File: src/rtl/pressure_sensor_compensation_top_macros.svh
// ----------------------------------------------------------------------------
// Assertion macros for the pressure compensation block
// ----------------------------------------------------------------------------
`ifndef PRESSURE_SENSOR_COMPENSATION_TOP_MACROS_SVH
`define PRESSURE_SENSOR_COMPENSATION_TOP_MACROS_SVH

// Check that cons holds in the same cycle as ante
`define PSC_ASSERT_SAME(label, clk, rstn, ante, cons, msg) \
    label: assert property (@(posedge clk) disable iff (!(rstn)) (ante) |-> (cons)) \
        else $error(msg);

// Check that cons holds in the cycle after ante
`define PSC_ASSERT_NEXT(label, clk, rstn, ante, cons, msg) \
    label: assert property (@(posedge clk) disable iff (!(rstn)) (ante) |=> (cons)) \
        else $error(msg);

`endif

File: src/rtl/pscomp_pkg.sv
// ----------------------------------------------------------------------------
// pscomp_pkg
// Shared types and constants for the pressure sensor compensation block.
// ----------------------------------------------------------------------------
`timescale 1ns / 1ps
`default_nettype none

package pscomp_pkg;

    // Field widths
    localparam int RAW_W     = 24;
    localparam int CAL_W     = 16;
    localparam int CFG_IDX_W = 3;
    localparam int MUL_W     = 26;
    localparam int PROD_W    = 2 * MUL_W;
    localparam int OUT_W     = 32;
    localparam int STATUS_W  = 2;
    localparam int REPORT_W  = 16;

    // Calibration register indexes
    localparam logic [CFG_IDX_W-1:0] REG_C1 = CFG_IDX_W'(0);
    localparam logic [CFG_IDX_W-1:0] REG_C2 = CFG_IDX_W'(1);
    localparam logic [CFG_IDX_W-1:0] REG_C3 = CFG_IDX_W'(2);
    localparam logic [CFG_IDX_W-1:0] REG_C4 = CFG_IDX_W'(3);
    localparam logic [CFG_IDX_W-1:0] REG_C5 = CFG_IDX_W'(4);
    localparam logic [CFG_IDX_W-1:0] REG_C6 = CFG_IDX_W'(5);

    // Status codes
    localparam logic [STATUS_W-1:0] STATUS_OK       = STATUS_W'(0);
    localparam logic [STATUS_W-1:0] STATUS_RAW_ZERO = STATUS_W'(1);
    localparam logic [STATUS_W-1:0] STATUS_RANGE    = STATUS_W'(2);

    typedef struct packed {
        logic [RAW_W-1:0] raw_pressure;
        logic [RAW_W-1:0] raw_temperature;
    } in_beat_t;

    typedef struct packed {
        logic signed [OUT_W-1:0] pressure_tenth_mbar;
        logic signed [OUT_W-1:0] temperature_centi;
        logic [STATUS_W-1:0]     status;
        logic [REPORT_W-1:0]     reported_pressure_tenth_mbar;
        logic                    reported_valid;
    } out_beat_t;

    typedef struct packed {
        logic [CAL_W-1:0] pressure_sensitivity;
        logic [CAL_W-1:0] pressure_offset_coeff;
        logic [CAL_W-1:0] sens_temp_coeff;
        logic [CAL_W-1:0] offset_temp_coeff;
        logic [CAL_W-1:0] reference_temperature;
        logic [CAL_W-1:0] temp_coeff;
    } cal_t;

    // Result handed from the sequencer to the output stage
    typedef struct packed {
        logic                    done;
        logic signed [OUT_W-1:0] pressure;
        logic signed [OUT_W-1:0] temperature;
        logic [STATUS_W-1:0]     status;
    } core_res_t;

endpackage

`default_nettype wire

File: src/rtl/pressure_sensor_compensation_top.sv
// Timing: each input beat runs the 13-step sequence through the shared 26x26
//   multiplier (a zero raw value skips to the final step), and a new beat is
//   accepted only once the result is loaded into the output register; the
//   hand-off waits while the output side stalls.
// Reset: synchronous, active low; clears calibration words, held pressure
//   and all handshake state.
// ----------------------------------------------------------------------------
// pressure_sensor_compensation_top
// Second-order pressure and temperature compensation of raw sensor words,
// with status and hold of the last good pressure.
// ----------------------------------------------------------------------------
`timescale 1ns / 1ps
`default_nettype none

`include "pressure_sensor_compensation_top_macros.svh"

module pressure_sensor_compensation_top import pscomp_pkg::*; (
    input  wire logic                 aclk,
    input  wire logic                 aresetn,
    input  wire logic                 s_valid,
    output logic                      s_ready,
    input  wire in_beat_t             s_data,
    output logic                      m_valid,
    input  wire logic                 m_ready,
    output out_beat_t                 m_data,
    input  wire logic                 cfg_valid,
    output logic                      cfg_ready,
    input  wire logic [CFG_IDX_W-1:0] cfg_index,
    input  wire logic [CAL_W-1:0]     cfg_data
);

    cal_t                cal;
    core_res_t           core_res;
    logic                start;
    logic                out_free;
    logic                ok_beat;
    logic                ok_fresh;

    logic                busy_reg, busy_next;
    logic                m_valid_reg, m_valid_next;
    out_beat_t           m_data_reg, m_data_next;
    logic [REPORT_W-1:0] last_good_reg, last_good_next;
    logic                has_good_reg, has_good_next;

    pscomp_cfg u_cfg (
        .aclk      (aclk),
        .aresetn   (aresetn),
        .cfg_valid (cfg_valid),
        .cfg_ready (cfg_ready),
        .cfg_index (cfg_index),
        .cfg_data  (cfg_data),
        .cal       (cal)
    );

    pscomp_core u_core (
        .aclk    (aclk),
        .aresetn (aresetn),
        .start   (start),
        .item    (s_data),
        .cal     (cal),
        .hold    (!out_free),
        .res     (core_res)
    );

    assign start    = s_valid && s_ready;
    assign out_free = !m_valid_reg || m_ready;

    // Track busy, load the output register and update the held pressure
    always_comb begin
        busy_next      = busy_reg;
        m_valid_next   = m_valid_reg;
        m_data_next    = m_data_reg;
        last_good_next = last_good_reg;
        has_good_next  = has_good_reg;

        if (start) begin
            busy_next = 1'b1;
        end
        if (m_valid_reg && m_ready) begin
            m_valid_next = 1'b0;
        end
        if (core_res.done) begin
            busy_next                       = 1'b0;
            m_valid_next                    = 1'b1;
            m_data_next.pressure_tenth_mbar = core_res.pressure;
            m_data_next.temperature_centi   = core_res.temperature;
            m_data_next.status              = core_res.status;
            if (core_res.status == STATUS_OK) begin
                m_data_next.reported_pressure_tenth_mbar = core_res.pressure[REPORT_W-1:0];
                m_data_next.reported_valid               = 1'b1;
                last_good_next                           = core_res.pressure[REPORT_W-1:0];
                has_good_next                            = 1'b1;
            end else begin
                m_data_next.reported_pressure_tenth_mbar = has_good_reg ? last_good_reg : '0;
                m_data_next.reported_valid               = has_good_reg;
            end
        end
    end

    always_ff @(posedge aclk) begin
        if (!aresetn) begin
            busy_reg      <= 1'b0;
            m_valid_reg   <= 1'b0;
            last_good_reg <= '0;
            has_good_reg  <= 1'b0;
        end else begin
            busy_reg      <= busy_next;
            m_valid_reg   <= m_valid_next;
            last_good_reg <= last_good_next;
            has_good_reg  <= has_good_next;
        end
        m_data_reg <= m_data_next;
    end

    assign s_ready = !busy_reg;
    assign m_valid = m_valid_reg;
    assign m_data  = m_data_reg;

    // A good beat carries its own pressure as the reported one
    assign ok_beat  = m_valid_reg && (m_data_reg.status == STATUS_OK);
    assign ok_fresh = m_data_reg.reported_valid
                   && (m_data_reg.reported_pressure_tenth_mbar
                       == m_data_reg.pressure_tenth_mbar[REPORT_W-1:0]);

    // Checks on sequencing and result handling
    `PSC_ASSERT_SAME(a_done_while_busy, aclk, aresetn, core_res.done, busy_reg, "early result")
    `PSC_ASSERT_SAME(a_done_no_overwrite, aclk, aresetn, core_res.done, out_free, "beat lost")
    `PSC_ASSERT_NEXT(a_done_loads_output, aclk, aresetn, core_res.done, m_valid_reg, "no result")
    `PSC_ASSERT_SAME(a_ok_reports_fresh, aclk, aresetn, ok_beat, ok_fresh, "stale report")

endmodule

`default_nettype wire

File: src/rtl/pscomp_mul.sv
// ----------------------------------------------------------------------------
// pscomp_mul
// Shared signed multiplier with a registered product.
// ----------------------------------------------------------------------------
`timescale 1ns / 1ps
`default_nettype none

module pscomp_mul import pscomp_pkg::*; (
    input  wire logic                     aclk,
    input  wire logic signed [MUL_W-1:0]  mul_a,
    input  wire logic signed [MUL_W-1:0]  mul_b,
    output logic signed [PROD_W-1:0]      prod
);

    logic signed [PROD_W-1:0] prod_reg;
    logic signed [PROD_W-1:0] prod_next;

    // Full-width signed product
    always_comb begin
        prod_next = mul_a * mul_b;
    end

    always_ff @(posedge aclk) begin
        prod_reg <= prod_next;
    end

    assign prod = prod_reg;

endmodule

`default_nettype wire

File: src/rtl/pscomp_cfg.sv
// ----------------------------------------------------------------------------
// pscomp_cfg
// Calibration register file, six 16-bit words written by index.
// ----------------------------------------------------------------------------
`timescale 1ns / 1ps
`default_nettype none

module pscomp_cfg import pscomp_pkg::*; (
    input  wire logic                 aclk,
    input  wire logic                 aresetn,
    input  wire logic                 cfg_valid,
    output logic                      cfg_ready,
    input  wire logic [CFG_IDX_W-1:0] cfg_index,
    input  wire logic [CAL_W-1:0]     cfg_data,
    output cal_t                      cal
);

    cal_t cal_reg;
    cal_t cal_next;

    // Decode the write; drop indexes past the last word
    always_comb begin
        cal_next = cal_reg;
        if (cfg_valid) begin
            case (cfg_index)
                REG_C1:  cal_next.pressure_sensitivity  = cfg_data;
                REG_C2:  cal_next.pressure_offset_coeff = cfg_data;
                REG_C3:  cal_next.sens_temp_coeff       = cfg_data;
                REG_C4:  cal_next.offset_temp_coeff     = cfg_data;
                REG_C5:  cal_next.reference_temperature = cfg_data;
                REG_C6:  cal_next.temp_coeff            = cfg_data;
                default: cal_next = cal_reg;
            endcase
        end
    end

    always_ff @(posedge aclk) begin
        if (!aresetn) begin
            cal_reg <= '0;
        end else begin
            cal_reg <= cal_next;
        end
    end

    assign cfg_ready = 1'b1;
    assign cal       = cal_reg;

endmodule

`default_nettype wire

File: src/rtl/pscomp_core.sv
// ----------------------------------------------------------------------------
// pscomp_core
// Sequencer and datapath: runs the first- and second-order compensation
// through one shared multiplier, at most one product per state.
// ----------------------------------------------------------------------------
`timescale 1ns / 1ps
`default_nettype none

module pscomp_core import pscomp_pkg::*; (
    input  wire logic     aclk,
    input  wire logic     aresetn,
    input  wire logic     start,
    input  wire in_beat_t item,
    input  wire cal_t     cal,
    input  wire logic     hold,
    output core_res_t     res
);

    localparam int DT_W   = RAW_W + 1;
    localparam int TEMP_W = 20;
    localparam int TI_W   = 18;
    localparam int SV_W   = 40;
    localparam int ACC_W  = 64;
    localparam int SQ_W   = 36;
    localparam int SPLIT  = 20;

    localparam logic signed [TEMP_W-1:0] TEMP_REF  = TEMP_W'(2000);
    localparam logic signed [TEMP_W-1:0] TEMP_DEEP = -TEMP_W'(1500);
    localparam logic signed [OUT_W-1:0]  P_MIN     = OUT_W'(5000);
    localparam logic signed [OUT_W-1:0]  P_MAX     = OUT_W'(40000);

    typedef enum logic [3:0] {
        ST_IDLE,
        ST_DT,
        ST_M_TEMP,
        ST_M_SENS,
        ST_M_OFF,
        ST_M_DTSQ,
        ST_M_ESQ,
        ST_M_FSQ,
        ST_DEEP,
        ST_M_PLO,
        ST_M_PHI,
        ST_ACC,
        ST_SUB,
        ST_FINAL
    } state_t;

    // Signed divide by 2^k, rounding toward zero
    function automatic logic signed [ACC_W-1:0] trunc_div(
        input logic signed [ACC_W-1:0] x,
        input logic [5:0]              k
    );
        logic signed [ACC_W-1:0] bias;
        bias = x[ACC_W-1] ? ((64'sd1 <<< k) - 64'sd1) : 64'sd0;
        return (x + bias) >>> k;
    endfunction

    state_t                     state_reg, state_next;
    logic [RAW_W-1:0]           d1_reg, d1_next;
    logic [RAW_W-1:0]           d2_reg, d2_next;
    logic                       zero_reg, zero_next;
    logic signed [DT_W-1:0]     dt_reg, dt_next;
    logic signed [TEMP_W-1:0]   temp_reg, temp_next;
    logic [TI_W-1:0]            ti_reg, ti_next;
    logic                       low_reg, low_next;
    logic                       deep_reg, deep_next;
    logic signed [SV_W-1:0]     sens_reg, sens_next;
    logic signed [SV_W-1:0]     off_reg, off_next;
    logic signed [ACC_W-1:0]    acc_reg, acc_next;
    core_res_t                  res_reg, res_next;

    logic signed [MUL_W-1:0]    mul_a, mul_b;
    logic signed [PROD_W-1:0]   prod;
    logic signed [ACC_W-1:0]    prod64;
    logic signed [ACC_W-1:0]    quot;
    logic signed [OUT_W-1:0]    p_val;
    logic signed [TEMP_W-1:0]   e_val, f_val;
    logic [2*DT_W-1:0]          tri_dt;
    logic [SQ_W-1:0]            sq;
    logic [SQ_W:0]              tri_sq;
    logic [SQ_W+1:0]            five_sq;
    logic [SQ_W+2:0]            seven_sq;
    logic [SV_W-1:0]            offi, sensi;

    // Shared multiplier
    pscomp_mul u_mul (
        .aclk  (aclk),
        .mul_a (mul_a),
        .mul_b (mul_b),
        .prod  (prod)
    );

    // Sequencer and datapath next state
    always_comb begin
        state_next = state_reg;
        d1_next    = d1_reg;
        d2_next    = d2_reg;
        zero_next  = zero_reg;
        dt_next    = dt_reg;
        temp_next  = temp_reg;
        ti_next    = ti_reg;
        low_next   = low_reg;
        deep_next  = deep_reg;
        sens_next  = sens_reg;
        off_next   = off_reg;
        acc_next   = acc_reg;
        res_next   = res_reg;
        res_next.done = 1'b0;
        mul_a      = '0;
        mul_b      = '0;

        prod64   = {{(ACC_W-PROD_W){prod[PROD_W-1]}}, prod};
        e_val    = temp_reg - TEMP_REF;
        f_val    = temp_reg - TEMP_DEEP;
        tri_dt   = {prod[2*DT_W-2:0], 1'b0} + {1'b0, prod[2*DT_W-2:0]};
        sq       = prod[SQ_W-1:0];
        tri_sq   = {sq, 1'b0} + {1'b0, sq};
        five_sq  = {sq, 2'b0} + {2'b0, sq};
        seven_sq = {sq, 3'b0} - {3'b0, sq};
        quot     = trunc_div(acc_reg, 6'd13);
        p_val    = quot[OUT_W-1:0];
        offi     = '0;
        sensi    = '0;

        case (state_reg)
            ST_IDLE: begin
                if (start) begin
                    d1_next    = item.raw_pressure;
                    d2_next    = item.raw_temperature;
                    zero_next  = (item.raw_pressure == '0) || (item.raw_temperature == '0);
                    state_next = zero_next ? ST_FINAL : ST_DT;
                end
            end
            ST_DT: begin
                dt_next = $signed({1'b0, d2_reg})
                        - $signed({1'b0, cal.reference_temperature, 8'd0});
                state_next = ST_M_TEMP;
            end
            ST_M_TEMP: begin
                mul_a      = {{(MUL_W-DT_W){dt_reg[DT_W-1]}}, dt_reg};
                mul_b      = {{(MUL_W-CAL_W){1'b0}}, cal.temp_coeff};
                state_next = ST_M_SENS;
            end
            ST_M_SENS: begin
                // First-order temperature
                temp_next  = TEMP_W'(trunc_div(prod64, 6'd23)) + TEMP_REF;
                mul_a      = {{(MUL_W-DT_W){dt_reg[DT_W-1]}}, dt_reg};
                mul_b      = {{(MUL_W-CAL_W){1'b0}}, cal.sens_temp_coeff};
                state_next = ST_M_OFF;
            end
            ST_M_OFF: begin
                sens_next  = SV_W'(trunc_div(prod64, 6'd8))
                           + $signed({9'b0, cal.pressure_sensitivity, 15'b0});
                mul_a      = {{(MUL_W-DT_W){dt_reg[DT_W-1]}}, dt_reg};
                mul_b      = {{(MUL_W-CAL_W){1'b0}}, cal.offset_temp_coeff};
                state_next = ST_M_DTSQ;
            end
            ST_M_DTSQ: begin
                off_next   = SV_W'(trunc_div(prod64, 6'd7))
                           + $signed({8'b0, cal.pressure_offset_coeff, 16'b0});
                mul_a      = {{(MUL_W-DT_W){dt_reg[DT_W-1]}}, dt_reg};
                mul_b      = {{(MUL_W-DT_W){dt_reg[DT_W-1]}}, dt_reg};
                state_next = ST_M_ESQ;
            end
            ST_M_ESQ: begin
                // Second-order temperature term from dt squared
                low_next  = temp_reg < TEMP_REF;
                deep_next = temp_reg < TEMP_DEEP;
                if (low_next) begin
                    ti_next = {1'b0, tri_dt[DT_W*2-1:33]};
                end else begin
                    ti_next = {5'b0, prod[2*DT_W-2:36]};
                end
                mul_a      = {{(MUL_W-TEMP_W){e_val[TEMP_W-1]}}, e_val};
                mul_b      = {{(MUL_W-TEMP_W){e_val[TEMP_W-1]}}, e_val};
                state_next = ST_M_FSQ;
            end
            ST_M_FSQ: begin
                // Offset and sensitivity corrections from e squared
                if (low_reg) begin
                    offi  = {4'b0, tri_sq[SQ_W:1]};
                    sensi = {5'b0, five_sq[SQ_W+1:3]};
                end else begin
                    offi  = {8'b0, sq[SQ_W-1:4]};
                    sensi = '0;
                end
                off_next   = off_reg - $signed(offi);
                sens_next  = sens_reg - $signed(sensi);
                mul_a      = {{(MUL_W-TEMP_W){f_val[TEMP_W-1]}}, f_val};
                mul_b      = {{(MUL_W-TEMP_W){f_val[TEMP_W-1]}}, f_val};
                state_next = ST_DEEP;
            end
            ST_DEEP: begin
                // Extra corrections below -15 degC
                if (deep_reg) begin
                    offi      = {1'b0, seven_sq};
                    sensi     = {2'b0, sq, 2'b0};
                    off_next  = off_reg - $signed(offi);
                    sens_next = sens_reg - $signed(sensi);
                end
                temp_next  = temp_reg - $signed({2'b0, ti_reg});
                state_next = ST_M_PLO;
            end
            ST_M_PLO: begin
                mul_a      = {{(MUL_W-RAW_W){1'b0}}, d1_reg};
                mul_b      = {{(MUL_W-SPLIT){1'b0}}, sens_reg[SPLIT-1:0]};
                state_next = ST_M_PHI;
            end
            ST_M_PHI: begin
                acc_next   = prod64;
                mul_a      = {{(MUL_W-RAW_W){1'b0}}, d1_reg};
                mul_b      = {{(MUL_W-(SV_W-SPLIT)){sens_reg[SV_W-1]}},
                              sens_reg[SV_W-1:SPLIT]};
                state_next = ST_ACC;
            end
            ST_ACC: begin
                acc_next   = acc_reg + (prod64 <<< SPLIT);
                state_next = ST_SUB;
            end
            ST_SUB: begin
                acc_next   = trunc_div(acc_reg, 6'd21)
                           - {{(ACC_W-SV_W){off_reg[SV_W-1]}}, off_reg};
                state_next = ST_FINAL;
            end
            ST_FINAL: begin
                // Hand off once the output register can take the result
                if (!hold) begin
                    res_next.done = 1'b1;
                    if (zero_reg) begin
                        res_next.pressure    = '0;
                        res_next.temperature = '0;
                        res_next.status      = STATUS_RAW_ZERO;
                    end else begin
                        res_next.pressure    = p_val;
                        res_next.temperature = {{(OUT_W-TEMP_W){temp_reg[TEMP_W-1]}},
                                                temp_reg};
                        res_next.status      = ((p_val >= P_MIN) && (p_val <= P_MAX))
                                             ? STATUS_OK : STATUS_RANGE;
                    end
                    state_next = ST_IDLE;
                end
            end
            default: begin
                state_next = ST_IDLE;
            end
        endcase
    end

    always_ff @(posedge aclk) begin
        if (!aresetn) begin
            state_reg    <= ST_IDLE;
            res_reg.done <= 1'b0;
        end else begin
            state_reg <= state_next;
            res_reg   <= res_next;
        end
        d1_reg   <= d1_next;
        d2_reg   <= d2_next;
        zero_reg <= zero_next;
        dt_reg   <= dt_next;
        temp_reg <= temp_next;
        ti_reg   <= ti_next;
        low_reg  <= low_next;
        deep_reg <= deep_next;
        sens_reg <= sens_next;
        off_reg  <= off_next;
        acc_reg  <= acc_next;
    end

    assign res = res_reg;

endmodule

`default_nettype wire
File: config.mk
export PLATFORM = sky130hd
export DESIGN_NAME = pressure_sensor_compensation_top
export DESIGN_NICKNAME = d
export VERILOG_FILES = /design/src/rtl/pscomp_pkg.sv /design/src/rtl/pressure_sensor_compensation_top.sv /design/src/rtl/pscomp_mul.sv /design/src/rtl/pscomp_cfg.sv /design/src/rtl/pscomp_core.sv
export VERILOG_INCLUDE_DIRS = /design/src /design/src/rtl
export SDC_FILE = /design/constraint.sdc
export NUM_CORES = 2
export LEC_CHECK = 0
export BUFFER_PORTS_ARGS = -buffer_cell sky130_fd_sc_hd__buf_4
export CAP_MARGIN = 20
export CORE_MARGIN = 5
export CORE_UTILIZATION = 55
export DETAILED_ROUTE_END_ITERATION = 8
export PLACE_DENSITY = 0.73
export SYNTH_ARGS = -nofsm -noshare
export SYNTH_HDL_FRONTEND = slang
export SYNTH_HIERARCHICAL = 1
export SYNTH_SLANG_ARGS = --single-unit
File: constraint.sdc
create_clock -name aclk -period 27.9 [get_ports aclk]
set_input_delay 2.79 -clock aclk [delete_from_list [all_inputs] [get_ports aclk]]
set_output_delay 2.79 -clock aclk [all_outputs]
set_load 0.01 [all_outputs]
Yosys cells after proc, flatten, opt, wreduce, memory -nomap -nowiden
Index checks and enable logic that the tools add are counted.

Flip-flop bits (word level): 555. Input bits: 72.

Add/subtract/negate cells: 22. Multipliers: 1. $lt $le $gt $ge: 4. Equal/unequal tests: 21. Muxes and demuxes: 29. Bitwise operators: 1. Reductions and logical operators: 33.

Operators by type and width (count): $pmux 40 s3 (2); $pmux 26 s8 (1); $pmux 64 s3 (1); $mux 40 (4); $sub 40x40->40 (3); $pmux 26 s4 (1); $mux 67 (1); $mux 66 (1); $add 64x22->64 (1); $add 64x64->64 (1); $pmux 4 s14 (1); $mul 26x26->52 (1); $add 50x49->50 (1); $add 48x9->48 (1); $logic_not 24->1 (2); $add 47x8->47 (1); $add 45x45->45 (1); $sub 43x40->44 (1); $add 43x43->43 (1); $add 40x32->40 (1); $add 40x33->40 (1); $lt 20x12->1 const B (2); $pmux 20 s2 (1); $sub 20x12->20 const B (2); other kinds (43) (78).

Logic depth before layout (Yosys ltp)
Depth after elaboration: 7. Depth in mapped cells: 40.

Modules after synthesis
The synthesis kept the hierarchy.

Modules (own cells, without submodules): pscomp_core (times used 1, cells an instance 4540, area each 37797.5 um^2); pscomp_mul (times used 1, cells an instance 2785, area each 25727.2 um^2); pressure_sensor_compensation_top (times used 1, cells an instance 222, area each 3631.0 um^2); pscomp_cfg (times used 1, cells an instance 336, area each 3505.9 um^2).

Least setup slack after synthesis
Ideal clock, no wire load.

Kind: reg-to-reg. From: register u_core.temp_reg[5]. To: register u_core.u_mul.prod_reg[46], in the netlist u_core/u_mul/prod[46]. Setup time: 0.064 ns. Arrival: 9.367 ns. Path slack: 18.469 ns. Stages on the path, launching flop included: 33. Path buffers: 1. Period minus slack after synthesis: 9.431 ns. Path through: edfxtp_1 -> o21ai_1 -> nor2_1 -> and3_1 -> or3_1 -> or3_1 -> or3_1 -> nor2_1 -> a221oi_1 -> a21oi_2 -> a21o_1 -> clkbuf_1 -> nand2_1 -> inv_1 -> fa_1 -> fa_1 -> inv_1 -> fa_1 -> inv_1 -> fa_1 -> fa_1 -> fa_1 -> inv_1 -> fa_1 -> inv_1 -> ha_1 -> a21o_1 -> a21oi_1 -> nand2_1 -> o21ai_0 -> o211ai_1 -> or4_1 -> nand4_1.

Longest elaborated chain between the ends: 3.

RTL lines: start: declaration (line pscomp_core.sv:64) `logic signed [TEMP_W-1:0] temp_reg, temp_next;`; start signal: assignment (line pscomp_core.sv:262) `temp_reg <= temp_next;`; $sub 20x12->20 (on tied branches) (line pscomp_core.sv:115, pscomp_core.sv:114); $pmux 26 s4 (*) (line pscomp_core.sv:126) `case (state_reg)`; via u_core.mul_a[24] (line pscomp_core.sv:73) `logic signed [MUL_W-1:0] mul_a, mul_b;`; $mul 26x26->52 (*) (line pscomp_mul.sv:20) `prod_next = mul_a * mul_b;`; via u_core.u_mul.prod_next[46] (line pscomp_mul.sv:16) `logic signed [PROD_W-1:0] prod_next;`; end signal: assignment (line pscomp_mul.sv:24) `prod_reg <= prod_next;`; end: declaration (line pscomp_mul.sv:15) `logic signed [PROD_W-1:0] prod_reg;`.

The timed path passes the listed nets; every way through them passes the cells marked *. A chain may end at the register's enable or synchronous reset.

Worst setup path in the final report
From: register u_core.temp_reg[5]. To: register u_core.u_mul.prod_reg[50], in the netlist u_core/u_mul/prod[50].

The elaborated chain is that of the path after synthesis.

==> summary.txt <==
Hold endpoint - u_core/dt_reg[6]$_DFFE_PP_
RSZ-0062 raised after global routing - no
Clock buffer depth - 3
Max incr delay on CP - 1.00 ns
DR iter-0 viols - 6463
CP most frequent cell - fa_1
Die H - 368.4 um
Flops & latches, synth - 566
Synth Instances - 7883
Mean post-synth cell area - 8.964 um2
Die Area - 0.1357 mm2
Register area share after synthesis - 21.62%
DRC - 0
Min-delay src - u_core/d2_reg[6]$_DFFE_PP_
Synthesized net count - 9247
Share of layout cells above drive strength 1 - 6.381%
Clock power share - 11.3%
Pwr Density - 101.3 mW/mm2
Worst Skew - 0.05431 ns
H-tree levels - 3
Count of pins over their slew limit - 0
Max FFs per register - 96
CP arrival - 11.27 ns
Synth warnings - 6
Core Region - 0.1277 mm2
HPWL Detailed - 192300 um
Die X - 368.4 um
Outcome - finished clean
CP required - 28.40 ns
Worst Tran Pin Value - 1.142 ns
Internal power - 3.721 mW
Fill cells - 11140
Area of the mapped netlist - 0.07066 mm2
Ys async rst share - 0%
Clock Latency Late Sink - 0.68 ns
Yosys cell types - 114
First-pass GRT wire length - 369000 um
CTS tree - built
Largest net degree at the start of global routing - 83
Leakage - 34.67 nW
EDFF count, synth - 394
Flop2flop setup slack - 17.13 ns
Worst r2r path cells - 33
Max Fclk - 92.85 MHz
Clk sinks - 566
Post-CTS Setup Inserts - 0
Most frequent cells in the layout - inv_1 (1005), nand2_1 (937), fa_1 (721), ha_1 (571), a21oi_1 (429)
Part of the cycle the worst path needs - 38.60%
Drt total wl - 247500 um
Area delta synth->final - 7.249%
Final cell count without fillers - 9631
Crit Path Max Fanout - 52
Hold Crit Depth - 0
I/O Pins - 158
Wire per inst - 25.70 um
Initial antenna violation count - 18
Switching part of the total - 51.55%
TritonCTS Buffers - 68
# port buffers - 156
Post-layout min period - 10.77 ns
Antenna-violating nets left - 0
Layout Nets - 9271
Vias per cell - 6.274
Initial Util - 55.34%
Total negative setup slack - 0 ns
Setup violations, final - 0
Worst hold slack - 0.4131 ns
Psw - 3.958 mW
Reg2reg start - u_core/temp_reg[5]$_DFFE_PP_
Max transition margin - 23.60%
Critical path launch point type - register
All-Layer GR Usage - 35.79%
Crit. End Element - register
Vias in the first global route - 59790
Logic pwr share - 74.1%
Slowest CP cell - fa_1
Overflow after GRT - 0
Worst min path class - reg -> reg
Placed Cells - 9498
Resized Gates After CTS - 0
Kind of critical path - reg -> reg
CTS Root Cell - clkbuf_16
Clock slew at reported path FFs - 0.07 ns
VDD IR max - 0.00008728 V
Commonest non-fill, non-tap cell in the layout - inv_1
GP Congestion - 1.022
Cts hold-fix bufs - 0
Row cnt - 131
RR Endpoint - u_core/u_mul/prod[50]$_DFF_P_
MaxCap Viol Count - 0
DR vias - 60420
Predominant post-synthesis flop cell - edfxtp_1
Final hold violation count - 0
Drt pass-1 iters - 6
Sequential share of power - 14.6%
## power by group through the flow
| stage | Combinational [mW] | Clock [mW] | Sequential, mW |
|---|---|---|---|
| 6_report | 5.69 | 0.868 | 1.12 |
| 5_1_grt | 6.23 | 0.921 | 1.12 |
| 4_1_cts | 5.58 | 0.886 | 1.11 |
| 2_1_floorplan | 4.06 | 0 | 1.13 |
| 3_5_place_dp | 5.55 | 0 | 1.13 |
| 3_3_place_gp | 5.49 | 0 | 1.13 |
## cell families (layout without fill, tap and decap cells)
logic type      after synthesis  after routing  synth area share [%]
mux                         134            134                 1.912
buf+inv                    1342           1420                 7.375
xor+xnor                    570            570                 7.065
simple gates               2313           2313                 15.78
other cells                   1              9              0.005307
compound gates             1665           1665                 15.71
fa+ha+maj                  1292           1292                 30.54
flops                       566            566                 21.62
## synth_stat cells, drive strengths merged (80+ instances only)
| cell | n | area (um2) |
|---|---|---|
| xor2 | 208 | 1822 |
| o21ai | 344 | 1767 |
| nor2b | 81 | 506.7 |
| inv | 1006 | 3776 |
| nand3 | 158 | 803.3 |
| nor3 | 98 | 525.5 |
| nor2 | 348 | 1306 |
| and2 | 321 | 2011 |
| nand4 | 80 | 506.7 |
| ha | 571 | 7144 |
| edfxtp | 394 | 11830 |
| xnor2 | 362 | 3171 |
| clkbuf | 266 | 999.7 |
| a21o | 236 | 1772 |
| mux2i | 126 | 1261 |
| dfxtp | 172 | 3443 |
| a21oi | 437 | 2221 |
| fa | 721 | 14430 |
| nand2 | 939 | 3525 |
| a22oi | 102 | 765.7 |
## worst max path at each step
stage | cells after the start | slack [ns] | start | end
4_1_cts | 33 | 17.14 | u_core/temp_reg[5]$_DFFE_PP_ | u_core/u_mul/prod[50]$_DFF_P_
3_3_place_gp | 33 | 17.36 | u_core/temp_reg[4]$_DFFE_PP_ | u_core/u_mul/prod[50]$_DFF_P_
5_1_grt | 33 | 16.39 | u_core/temp_reg[5]$_DFFE_PP_ | u_core/u_mul/prod[50]$_DFF_P_
2_1_floorplan | 32 | 18.47 | u_core/temp_reg[5]$_DFFE_PP_ | u_core/u_mul/prod[46]$_DFF_P_
3_5_place_dp | 33 | 17.25 | u_core/temp_reg[4]$_DFFE_PP_ | u_core/u_mul/prod[50]$_DFF_P_
6_report | 33 | 17.13 | u_core/temp_reg[5]$_DFFE_PP_ | u_core/u_mul/prod[50]$_DFF_P_
## cell type report
| class | instances | area [um2] | share of cell area [%] |
|---|---|---|---|
| Sequential cell | 566 | 15280 | 20.16 |
| Timing Repair Buffer | 283 | 2132 | 2.813 |
| Clock inverter | 28 | 232.7 | 0.3071 |
| Tap cell | 1662 | 2079 | 2.744 |
| Antenna cell | 8 | 20.02 | 0.02642 |
| Multi-Input combinational cell | 5975 | 50320 | 66.39 |
| Clock buffer | 96 | 1923 | 2.538 |
| Inverter | 1013 | 3802 | 5.017 |
## critical path: cells and delay by family, from the launching register on
family | cells | cell delay [ns]
and+or+nand+nor | 11 | 2.44
AOI/OAI and AO/OA | 8 | 1.71
buffers and inverters | 6 | 1.36
adders and majority gates | 8 | 4.55
DFF | 1 | 0.49
## stage by stage
stage          power [mW]  area, um2  utilization [%]  worst slack, ns
4_1_cts             7.584      75750            59.33            17.14
3_3_place_gp        6.618      73590            57.64            17.36
3_5_place_dp        6.679      73590            57.64            17.25
6_report            7.679      75780            59.35            17.13
5_1_grt             8.272      75760            59.34            16.39
2_1_floorplan       5.188      70660                -            18.47
## per-layer routing
metal  up-vias  track usage (%)  wire length [um]
met5         -                0                48
met4         8            18.94             15620
met3       732            9.217             27860
met2      3421            53.45            105100
met1     29450            48.05             98810
li1      26810                -                 -
No activity file was read; power rests on OpenSTA's default activity.
